File: src/hdl/tsac_pkg.sv
// ---------------------------------------------------------------------------
// tsac_pkg: shared types and constants
// calibration constants, queue word layout and sequencer states
// ---------------------------------------------------------------------------
package tsac_pkg;

   localparam logic [15:0] CODE_LOW  = 16'h18a9;
   localparam logic [15:0] CODE_HIGH = 16'h32a6;
   localparam int unsigned CAL_A = 324;
   localparam int unsigned CAL_B = 424;
   localparam int unsigned CAL_C = 3159;
   localparam int unsigned CAL_D = 9411;
   localparam int TEMP_MAX = 8191;
   localparam int TEMP_MIN = -8192;

   // width of the kept count, wide enough for 64 codes
   localparam int CNT_W = 7;
   // sum of up to 64 codes of 16 bits
   localparam int SUM_W = 22;

   // one closed window handed from front to back
   typedef struct packed {
      logic [SUM_W-1:0] sum;
      logic [CNT_W-1:0] count;
   } window_type;

   typedef enum logic [2:0] {
      ST_IDLE,
      ST_AVG,
      ST_MUL,
      ST_RECIP,
      ST_SCALE,
      ST_OUT
   } back_state_type;

endpackage

File: src/hdl/thermal_sample_average_convert_core.sv
// ---------------------------------------------------------------------------
// thermal_sample_average_convert_core: averaging temperature converter
// averages in-range sensor codes over a window and calibrates to decicelsius
// ---------------------------------------------------------------------------
//  channel | ports                         | direction
//  req     | req_valid/req_stall/raw_code  | in
//  rsp     | rsp_valid/rsp_stall/3 fields  | out
//  csr     | csr_write/csr_trim_word       | in
//
// one word per cycle is taken while the window queue has room
// a closed window makes two passes through the shared 40-step divider in the
// converter; an empty window skips the divider and goes straight to output
// synchronous active-high reset clears window state, queue and trim
// rsp_stall holds the result register; the queue then fills and stalls req
// ---------------------------------------------------------------------------
module thermal_sample_average_convert_core #(
   parameter int SAMPLES = 16
) (
   input  logic               clock,
   input  logic               reset,
   input  logic               req_valid,
   output logic               req_stall,
   input  logic [15:0]        req_raw_code,
   output logic               rsp_valid,
   input  logic               rsp_stall,
   output logic signed [13:0] rsp_temperature_decicelsius,
   output logic [4:0]         rsp_valid_samples,
   output logic               rsp_no_valid,
   input  logic               csr_write,
   input  logic [15:0]        csr_trim_word
);
   import tsac_pkg::*;

   logic [15:0] trim_ff;
   logic        win_valid, q_full, q_ne, q_pop;
   window_type  win_word, head_word;

   // trim register
   always_ff @(posedge clock) begin
      if (reset) trim_ff <= '0;
      else if (csr_write) trim_ff <= csr_trim_word;
   end

   tsac_front #(.SAMPLES(SAMPLES)) u_front (
      .clock(clock), .reset(reset),
      .req_valid(req_valid), .req_stall(req_stall), .req_raw_code(req_raw_code),
      .win_valid(win_valid), .win_stall(q_full), .win_word(win_word)
   );

   // queue of closed windows
   tsac_queue u_queue (
      .clock(clock), .reset(reset),
      .push(win_valid), .push_word(win_word), .full(q_full),
      .not_empty(q_ne), .pop(q_pop), .head_word(head_word)
   );

   tsac_back u_back (
      .clock(clock), .reset(reset), .trim_word(trim_ff),
      .win_ready(q_ne), .win_word(head_word), .win_pop(q_pop),
      .rsp_valid(rsp_valid), .rsp_stall(rsp_stall),
      .rsp_temperature_decicelsius(rsp_temperature_decicelsius),
      .rsp_valid_samples(rsp_valid_samples), .rsp_no_valid(rsp_no_valid)
   );

endmodule

File: src/hdl/tsac_div.sv
// ---------------------------------------------------------------------------
// tsac_div: unsigned restoring divider
// one quotient bit per cycle
// ---------------------------------------------------------------------------
module tsac_div #(
   parameter int NUM_W = 40,
   parameter int DEN_W = 24
) (
   input  logic             clock,
   input  logic             reset,
   input  logic             start,
   input  logic [NUM_W-1:0] numer,
   input  logic [DEN_W-1:0] denom,
   output logic             done,
   output logic [NUM_W-1:0] quot
);
   localparam int CW = $clog2(NUM_W + 1);

   logic [NUM_W-1:0] q_ff, q_in;
   logic [DEN_W:0]   r_ff, r_in;
   logic [DEN_W-1:0] d_ff, d_in;
   logic [CW-1:0]    n_ff, n_in;
   logic             busy_ff, busy_in;
   logic             done_ff, done_in;
   logic [DEN_W:0]   trial;

   always_comb begin
      q_in = q_ff;
      r_in = r_ff;
      d_in = d_ff;
      n_in = n_ff;
      busy_in = busy_ff;
      done_in = 1'b0;
      trial = {r_ff[DEN_W-1:0], q_ff[NUM_W-1]};
      if (start) begin
         q_in = numer;
         r_in = '0;
         d_in = denom;
         n_in = CW'(NUM_W);
         busy_in = 1'b1;
      end else if (busy_ff) begin
         if (trial >= {1'b0, d_ff}) begin
            r_in = trial - {1'b0, d_ff};
            q_in = {q_ff[NUM_W-2:0], 1'b1};
         end else begin
            r_in = trial;
            q_in = {q_ff[NUM_W-2:0], 1'b0};
         end
         n_in = n_ff - 1'b1;
         if (n_ff == CW'(1)) begin
            busy_in = 1'b0;
            done_in = 1'b1;
         end
      end
   end

   always_ff @(posedge clock) begin
      q_ff <= q_in;
      r_ff <= r_in;
      d_ff <= d_in;
      n_ff <= n_in;
      if (reset) begin
         busy_ff <= 1'b0;
         done_ff <= 1'b0;
      end else begin
         busy_ff <= busy_in;
         done_ff <= done_in;
      end
   end

   assign done = done_ff;
   assign quot = q_ff;

endmodule

File: src/hdl/tsac_front.sv
// ---------------------------------------------------------------------------
// tsac_front: window accumulator
// keeps in-range codes, closes a window after SAMPLES codes
// ---------------------------------------------------------------------------
module tsac_front #(
   parameter int SAMPLES = 16
) (
   input  logic                clock,
   input  logic                reset,
   input  logic                req_valid,
   output logic                req_stall,
   input  logic [15:0]         req_raw_code,
   output logic                win_valid,
   input  logic                win_stall,
   output tsac_pkg::window_type win_word
);
   import tsac_pkg::*;

   localparam int PW = $clog2(SAMPLES + 1);

   logic [SUM_W-1:0] sum_ff, sum_in;
   logic [CNT_W-1:0] cnt_ff, cnt_in;
   logic [PW-1:0]    pos_ff, pos_in;
   logic             accept, keep, close;

   // hold input while the window queue is full
   assign req_stall = win_stall;
   assign accept = req_valid && !win_stall;
   assign keep = (req_raw_code >= CODE_LOW) && (req_raw_code <= CODE_HIGH);
   assign close = accept && (pos_ff == PW'(SAMPLES - 1));

   always_comb begin
      sum_in = sum_ff;
      cnt_in = cnt_ff;
      pos_in = pos_ff;
      if (accept) begin
         if (keep) begin
            sum_in = sum_ff + SUM_W'(req_raw_code);
            cnt_in = cnt_ff + 1'b1;
         end
         pos_in = pos_ff + 1'b1;
         if (close) begin
            sum_in = '0;
            cnt_in = '0;
            pos_in = '0;
         end
      end
   end

   assign win_valid = close;
   assign win_word.sum = keep ? sum_ff + SUM_W'(req_raw_code) : sum_ff;
   assign win_word.count = keep ? cnt_ff + 1'b1 : cnt_ff;

   always_ff @(posedge clock) begin
      if (reset) begin
         sum_ff <= '0;
         cnt_ff <= '0;
         pos_ff <= '0;
      end else begin
         sum_ff <= sum_in;
         cnt_ff <= cnt_in;
         pos_ff <= pos_in;
      end
   end

endmodule

File: src/hdl/tsac_queue.sv
// ---------------------------------------------------------------------------
// tsac_queue: two-entry window queue
// decouples the accumulator from the converter
// ---------------------------------------------------------------------------
module tsac_queue (
   input  logic                 clock,
   input  logic                 reset,
   input  logic                 push,
   input  tsac_pkg::window_type push_word,
   output logic                 full,
   output logic                 not_empty,
   input  logic                 pop,
   output tsac_pkg::window_type head_word
);
   import tsac_pkg::*;

   window_type  mem_ff [2];
   logic        wp_ff, rp_ff;
   logic [1:0]  cnt_ff;

   assign full = cnt_ff == 2'd2;
   assign not_empty = cnt_ff != 2'd0;
   assign head_word = mem_ff[rp_ff];

   always_ff @(posedge clock) begin
      if (push) mem_ff[wp_ff] <= push_word;
      if (reset) begin
         wp_ff <= 1'b0;
         rp_ff <= 1'b0;
         cnt_ff <= '0;
      end else begin
         if (push) wp_ff <= !wp_ff;
         if (pop) rp_ff <= !rp_ff;
         cnt_ff <= cnt_ff + 2'(push) - 2'(pop);
      end
   end

endmodule

File: src/hdl/tsac_back.sv
// ---------------------------------------------------------------------------
// tsac_back: calibration sequencer
// averages, scales, trims and saturates one window
// ---------------------------------------------------------------------------
module tsac_back (
   input  logic                 clock,
   input  logic                 reset,
   input  logic [15:0]          trim_word,
   input  logic                 win_ready,
   input  tsac_pkg::window_type win_word,
   output logic                 win_pop,
   output logic                 rsp_valid,
   input  logic                 rsp_stall,
   output logic signed [13:0]   rsp_temperature_decicelsius,
   output logic [4:0]           rsp_valid_samples,
   output logic                 rsp_no_valid
);
   import tsac_pkg::*;

   localparam int NW = 40;
   localparam int DW = 24;
   // ceil(2^32 / 100): x*RECIP_100>>32 equals x/100 for x < 2^30
   localparam logic [25:0] RECIP_100 = 26'd42949673;

   back_state_type st_ff, st_in;
   logic [CNT_W-1:0] cnt_ff;
   logic [15:0]      avg_ff;
   logic [24:0]      p424_ff, p324_ff;
   logic [NW-1:0]    num_ff;
   logic [DW-1:0]    den_ff;
   logic             start_ff, start_in;
   logic             div_done;
   logic [NW-1:0]    div_q;
   logic             out_v_ff;
   logic signed [13:0] t_ff, t_in;
   logic signed [13:0] temp_ff;
   logic [4:0]       vs_ff;
   logic             nv_ff;
   logic             take, out_free;
   logic [50:0]      q424, q324;
   logic signed [19:0] s_val;
   logic signed [35:0] prod;
   logic signed [35:0] scaled;
   logic signed [35:0] tv;

   assign out_free = !out_v_ff || !rsp_stall;
   assign take = (st_ff == ST_IDLE) && win_ready;
   assign win_pop = take;

   // first division: sum / count, second: scaled numerator / denominator
   tsac_div #(.NUM_W(NW), .DEN_W(DW)) u_div (
      .clock(clock), .reset(reset), .start(start_ff),
      .numer(num_ff), .denom(den_ff), .done(div_done), .quot(div_q)
   );

   // divide by 100 through the reciprocal, products registered in ST_MUL
   assign q424 = {26'd0, p424_ff} * {25'd0, RECIP_100};
   assign q324 = {26'd0, p324_ff} * {25'd0, RECIP_100};

   always_comb begin
      st_in = st_ff;
      unique case (st_ff)
         ST_IDLE: if (take) st_in = (win_word.count != '0) ? ST_AVG : ST_OUT;
         ST_AVG: if (div_done) st_in = ST_MUL;
         ST_MUL: st_in = ST_RECIP;
         ST_RECIP: st_in = ST_SCALE;
         ST_SCALE: if (div_done) st_in = ST_OUT;
         ST_OUT: if (out_free) st_in = ST_IDLE;
         default: st_in = ST_IDLE;
      endcase
   end

   always_comb begin
      start_in = 1'b0;
      unique case (st_ff)
         ST_IDLE: start_in = take && win_word.count != '0;
         ST_RECIP: start_in = 1'b1;
         default: start_in = 1'b0;
      endcase
   end

   // trim, scale and saturate, truncation toward zero on the 2^16 divide
   always_comb begin
      s_val = (trim_word[15]) ? $signed({1'b0, div_q[18:0]}) - $signed({5'd0, trim_word[14:0]})
                              : $signed({1'b0, div_q[18:0]}) + $signed({5'd0, trim_word[14:0]});
      prod = 36'(s_val) * 36'sd9411;
      scaled = (prod < 0) ? -((-prod) >>> 16) : (prod >>> 16);
      tv = scaled - 36'sd3159;
      if (tv > 36'(TEMP_MAX)) t_in = 14'sd8191;
      else if (tv < 36'(TEMP_MIN)) t_in = -14'sd8192;
      else t_in = 14'(tv);
   end

   always_ff @(posedge clock) begin
      if (take) begin
         cnt_ff <= win_word.count;
         num_ff <= NW'(win_word.sum);
         den_ff <= DW'(win_word.count);
      end
      if (st_ff == ST_AVG && div_done) avg_ff <= div_q[15:0];
      if (st_ff == ST_MUL) begin
         p424_ff <= {9'd0, avg_ff} * 25'(CAL_B);
         p324_ff <= {9'd0, avg_ff} * 25'(CAL_A);
      end
      if (st_ff == ST_RECIP) begin
         num_ff <= NW'(q424[50:32]) << 16;
         den_ff <= DW'(q324[50:32]) + 24'd65536;
      end
      if (st_ff == ST_SCALE && div_done) t_ff <= t_in;
      if (st_ff == ST_OUT && out_free) begin
         vs_ff <= (cnt_ff > CNT_W'(31)) ? 5'd31 : cnt_ff[4:0];
         nv_ff <= cnt_ff == '0;
         temp_ff <= (cnt_ff == '0) ? 14'sd0 : t_ff;
      end
      if (reset) begin
         st_ff <= ST_IDLE;
         start_ff <= 1'b0;
         out_v_ff <= 1'b0;
      end else begin
         st_ff <= st_in;
         start_ff <= start_in;
         if (st_ff == ST_OUT && out_free) out_v_ff <= 1'b1;
         else if (!rsp_stall) out_v_ff <= 1'b0;
      end
   end

   assign rsp_valid = out_v_ff;
   assign rsp_valid_samples = vs_ff;
   assign rsp_no_valid = nv_ff;
   assign rsp_temperature_decicelsius = temp_ff;

endmodule
File: config.mk
export PLATFORM = sky130hd
export DESIGN_NAME = thermal_sample_average_convert_core
export DESIGN_NICKNAME = d
export VERILOG_FILES = /design/src/hdl/tsac_pkg.sv /design/src/hdl/thermal_sample_average_convert_core.sv /design/src/hdl/tsac_div.sv /design/src/hdl/tsac_front.sv /design/src/hdl/tsac_queue.sv /design/src/hdl/tsac_back.sv
export SDC_FILE = /design/constraint.sdc
export NUM_CORES = 2
export LEC_CHECK = 0
export ABC_AREA = 1
export BUFFER_PORTS_ARGS = -buffer_cell sky130_fd_sc_hd__buf_2
export CAP_MARGIN = 10
export CORE_ASPECT_RATIO = 0.8
export CORE_MARGIN = 2
export CORE_UTILIZATION = 45
export CTS_CLUSTER_SIZE = 10
export DETAILED_ROUTE_END_ITERATION = 8
export GPL_TIMING_DRIVEN = 0
export PLACE_DENSITY = 0.59
export RECOVER_POWER = 100
export SLEW_MARGIN = 20
export SYNTH_ARGS = -nofsm -noshare
export SYNTH_HDL_FRONTEND = slang
export SYNTH_SLANG_ARGS = --single-unit
File: constraint.sdc
create_clock -name clock -period 11.5 [get_ports clock]
set_clock_uncertainty 0.2 [all_clocks]
set_input_delay 2.875 -clock clock [delete_from_list [all_inputs] [get_ports clock]]
set_output_delay 2.875 -clock clock [all_outputs]
set_load 0.01 [all_outputs]
==> qor.yml <==
viasPerCell: 5.05
tightest_slew_ns: 1.86
io_buffers: 57
die-area_um2: 104000
grt_usage: 0.216
dr.pass1.iters: 6
detail-route-antenna-nets: 0
slowest_stage: "fa_1"
setup_viol: 0
max-cap-violations: 3
worstSkewPairLatency_ns: 0.60
wl_per_cell_um: 16.4
nNetsFinal: 6689
synth.top_cell.area_share: 0.211
io_pins: 59
avgSynthCellArea_um2: 8.66
drc: 0
cts_root_buffer: "clkbuf_16"
synth.distinct_cells: 61
drive_gt1_frac: 0.0442
grt_overflow_total: 0
hold_class: "reg -> reg"
rows: 104
crit_required_ns: 11.60
final_max_slew_viol_count: 79
ys_seq_area_frac: 0.216
cts_buffer_depth: 3
synthTopCellsByArea: "ha_1 21%, fa_1 21%, edfxtp_1 17%"
status: "finished with violations"
ctsHoldBuffers: 0
antenna_found_initial: 1
gp_congestion: 0.923
cts_sinks: 365
layout_common_cells: "1207 x inv_1, 874 x nand2_1, 772 x ha_1, 481 x fa_1, 328 x a21oi_1"
hpwl_mm: 94.6
coreArea_um2: 101000
drtIter0Drc: 2025
cp_common_cell: "nand2_1"
numCtsBuffers: 44
cts_tree: "yes"
fmax_mhz: 95.5
period_share: 0.911
cp.arrival_ns: 10.58
syn-cell-area_um2: 45700
hold_viol: 0
synth.ff_latch_count: 365
whs_ns: 0.218
cts_max_level: 2
max_stage_delay_ns: 0.54
syn_nets: 6569
start_kind: "flip-flop"
die_h_um: 289
syn_inst: 5279
yosysWarningCount: 0
fin_crit_ns: 10.48
final_common_cell: "inv_1"
diodes: 0
worst_slew_margin_rel: -0.244
grt_pass1_vias: 33600
wl_mm: 111
die_w_um: 360
end_kind: "flip-flop"
area_growth_pct: 7.66
rsz0062_at_grt: "no"
grt_pass1_wl_mm: 180
path_max_fanout: 10
worstSetupPathType: "reg -> reg"
vias: 34100
initial_core_util: 0.454
clk_pin_slew_ns: 0.05
violations: "max-capacitance violations, max-slew violations"
grt_max_degree: 33
yosysTopAreaCell: "ha_1"
finalSetupTns_ns: 0
-- cell usage after synthesis, drive strengths merged --
cell,count
and2,1
nand4,51
inv,1229
a21oi,333
nor2,323
clkinv,4
o211ai,14
nand2,917
and3,1
nor3,36
nand3,188
o311ai,3
a31oi,25
nand3b,10
a221oi,2
or3b,1
xor2,91
a211oi,3
or2,14
a21o,12
mux2,4
dfxtp,108
fa,481
a211o,1
o22ai,6
xnor2,47
nor3b,2
edfxtp,257
o21bai,17
o41ai,1
nor4,7
clkbuf,52
conb,1
buf,9
o21a,8
a22oi,1
ha,772
o31ai,6
a221o,1
o21ai,223
mux2i,7
o2111ai,2
a31o,2
o221ai,6
-- path summary, 6_finish.rpt --
kind	startpoint	endpoint	slack, ns	cells past startpoint
worst max-delay path	trim_ff[0]	u_back.t_ff[11]	1.02	59
worst min-delay path	u_back.den_ff[2]	u_back.u_div.d_ff[2]	0.22	0
worst max register to register	trim_ff[0]	u_back.t_ff[11]	1.02	59
worst min register to register	u_back.den_ff[2]	u_back.u_div.d_ff[2]	0.22	0
-- state kept, by name, summed over array words and instances (netlist names), 5 cells and up, named ones only --
signal	cells
u_back.p424_ff	20
u_back.rsp_temperature_decicelsius	14
u_back.rsp_valid_samples	5
u_back.u_div.n_ff	6
u_front.pos_ff	5
u_back.avg_ff	16
u_back.p324_ff	23
u_back.u_div.quot	40
u_queue.mem_ff	58
u_back.cnt_ff	7
u_back.u_div.r_ff	24
u_front.cnt_ff	7
u_back.num_ff	35
u_back.den_ff	20
u_front.sum_ff	22
u_back.u_div.d_ff	20
u_back.t_ff	14
trim_ff	16
-- per-stage QoR --
step	setup slack, ns	utilization	instances	area, um2
final	1.02	0.489	6758	49200
after global routing	0.0478	0.489	6758	49200
after CTS	0.264	0.490	6753	49300
after detailed placement	0.343	0.476	6673	48000
after global placement	0.448	0.473	6661	47700
after floorplan	2.27	-	5279	45700
-- final cells by class --
| cell class | instances | area [um2] |
|---|---|---|
| fill | 9816 | 51500 |
| multi-input combinational | 3620 | 31000 |
| sequential | 365 | 9880 |
| inverter | 1233 | 4630 |
| tap | 1325 | 1660 |
| clock buffer | 73 | 1240 |
| timing repair buffer | 74 | 373 |
| buffer | 61 | 268 |
| clock inverter | 7 | 150 |
-- critical path: cells and delay by family (launching register included) --
family          cells  cell delay (ns)
buf+inv            13             0.95
compound gates      4             0.82
fa+ha+maj           8             3.24
flops               1             0.31
simple gates       32             4.05
xor+xnor            2             0.56
-- per-layer routing --
layer | track usage | vias to the layer above | wire, um | part of all wire
li1 | - | 17100 | - | -
met1 | 0.335 | 16300 | 57700 | 0.52
met2 | 0.331 | 661 | 46300 | 0.42
met3 | 0.0239 | 81 | 5520 | 0.050
met4 | 0.0316 | 0 | 1260 | 0.011
met5 | 0 | - | 0 | 0
-- repair_timing --
item                                    CTS  global route
endpoints found under the setup margin    0            13
gates resized for setup                   0            13
setup buffers                             0             4
-- cell families (layout without fill, tap and decap cells) --
family,Yosys count,after routing,share of synthesized area
simple gates,1551,1551,0.147
buf+inv,1294,1448,0.107
fa+ha+maj,1253,1253,0.422
compound gates,666,666,0.0794
flops,365,365,0.216
xor+xnor,138,138,0.0266
mux,11,11,0.00252
other cells,1,1,0.0000820
Power is left out: the tool's default activity adds up to more than one toggle a clock period on the data nets, which glitch-free logic cannot reach.
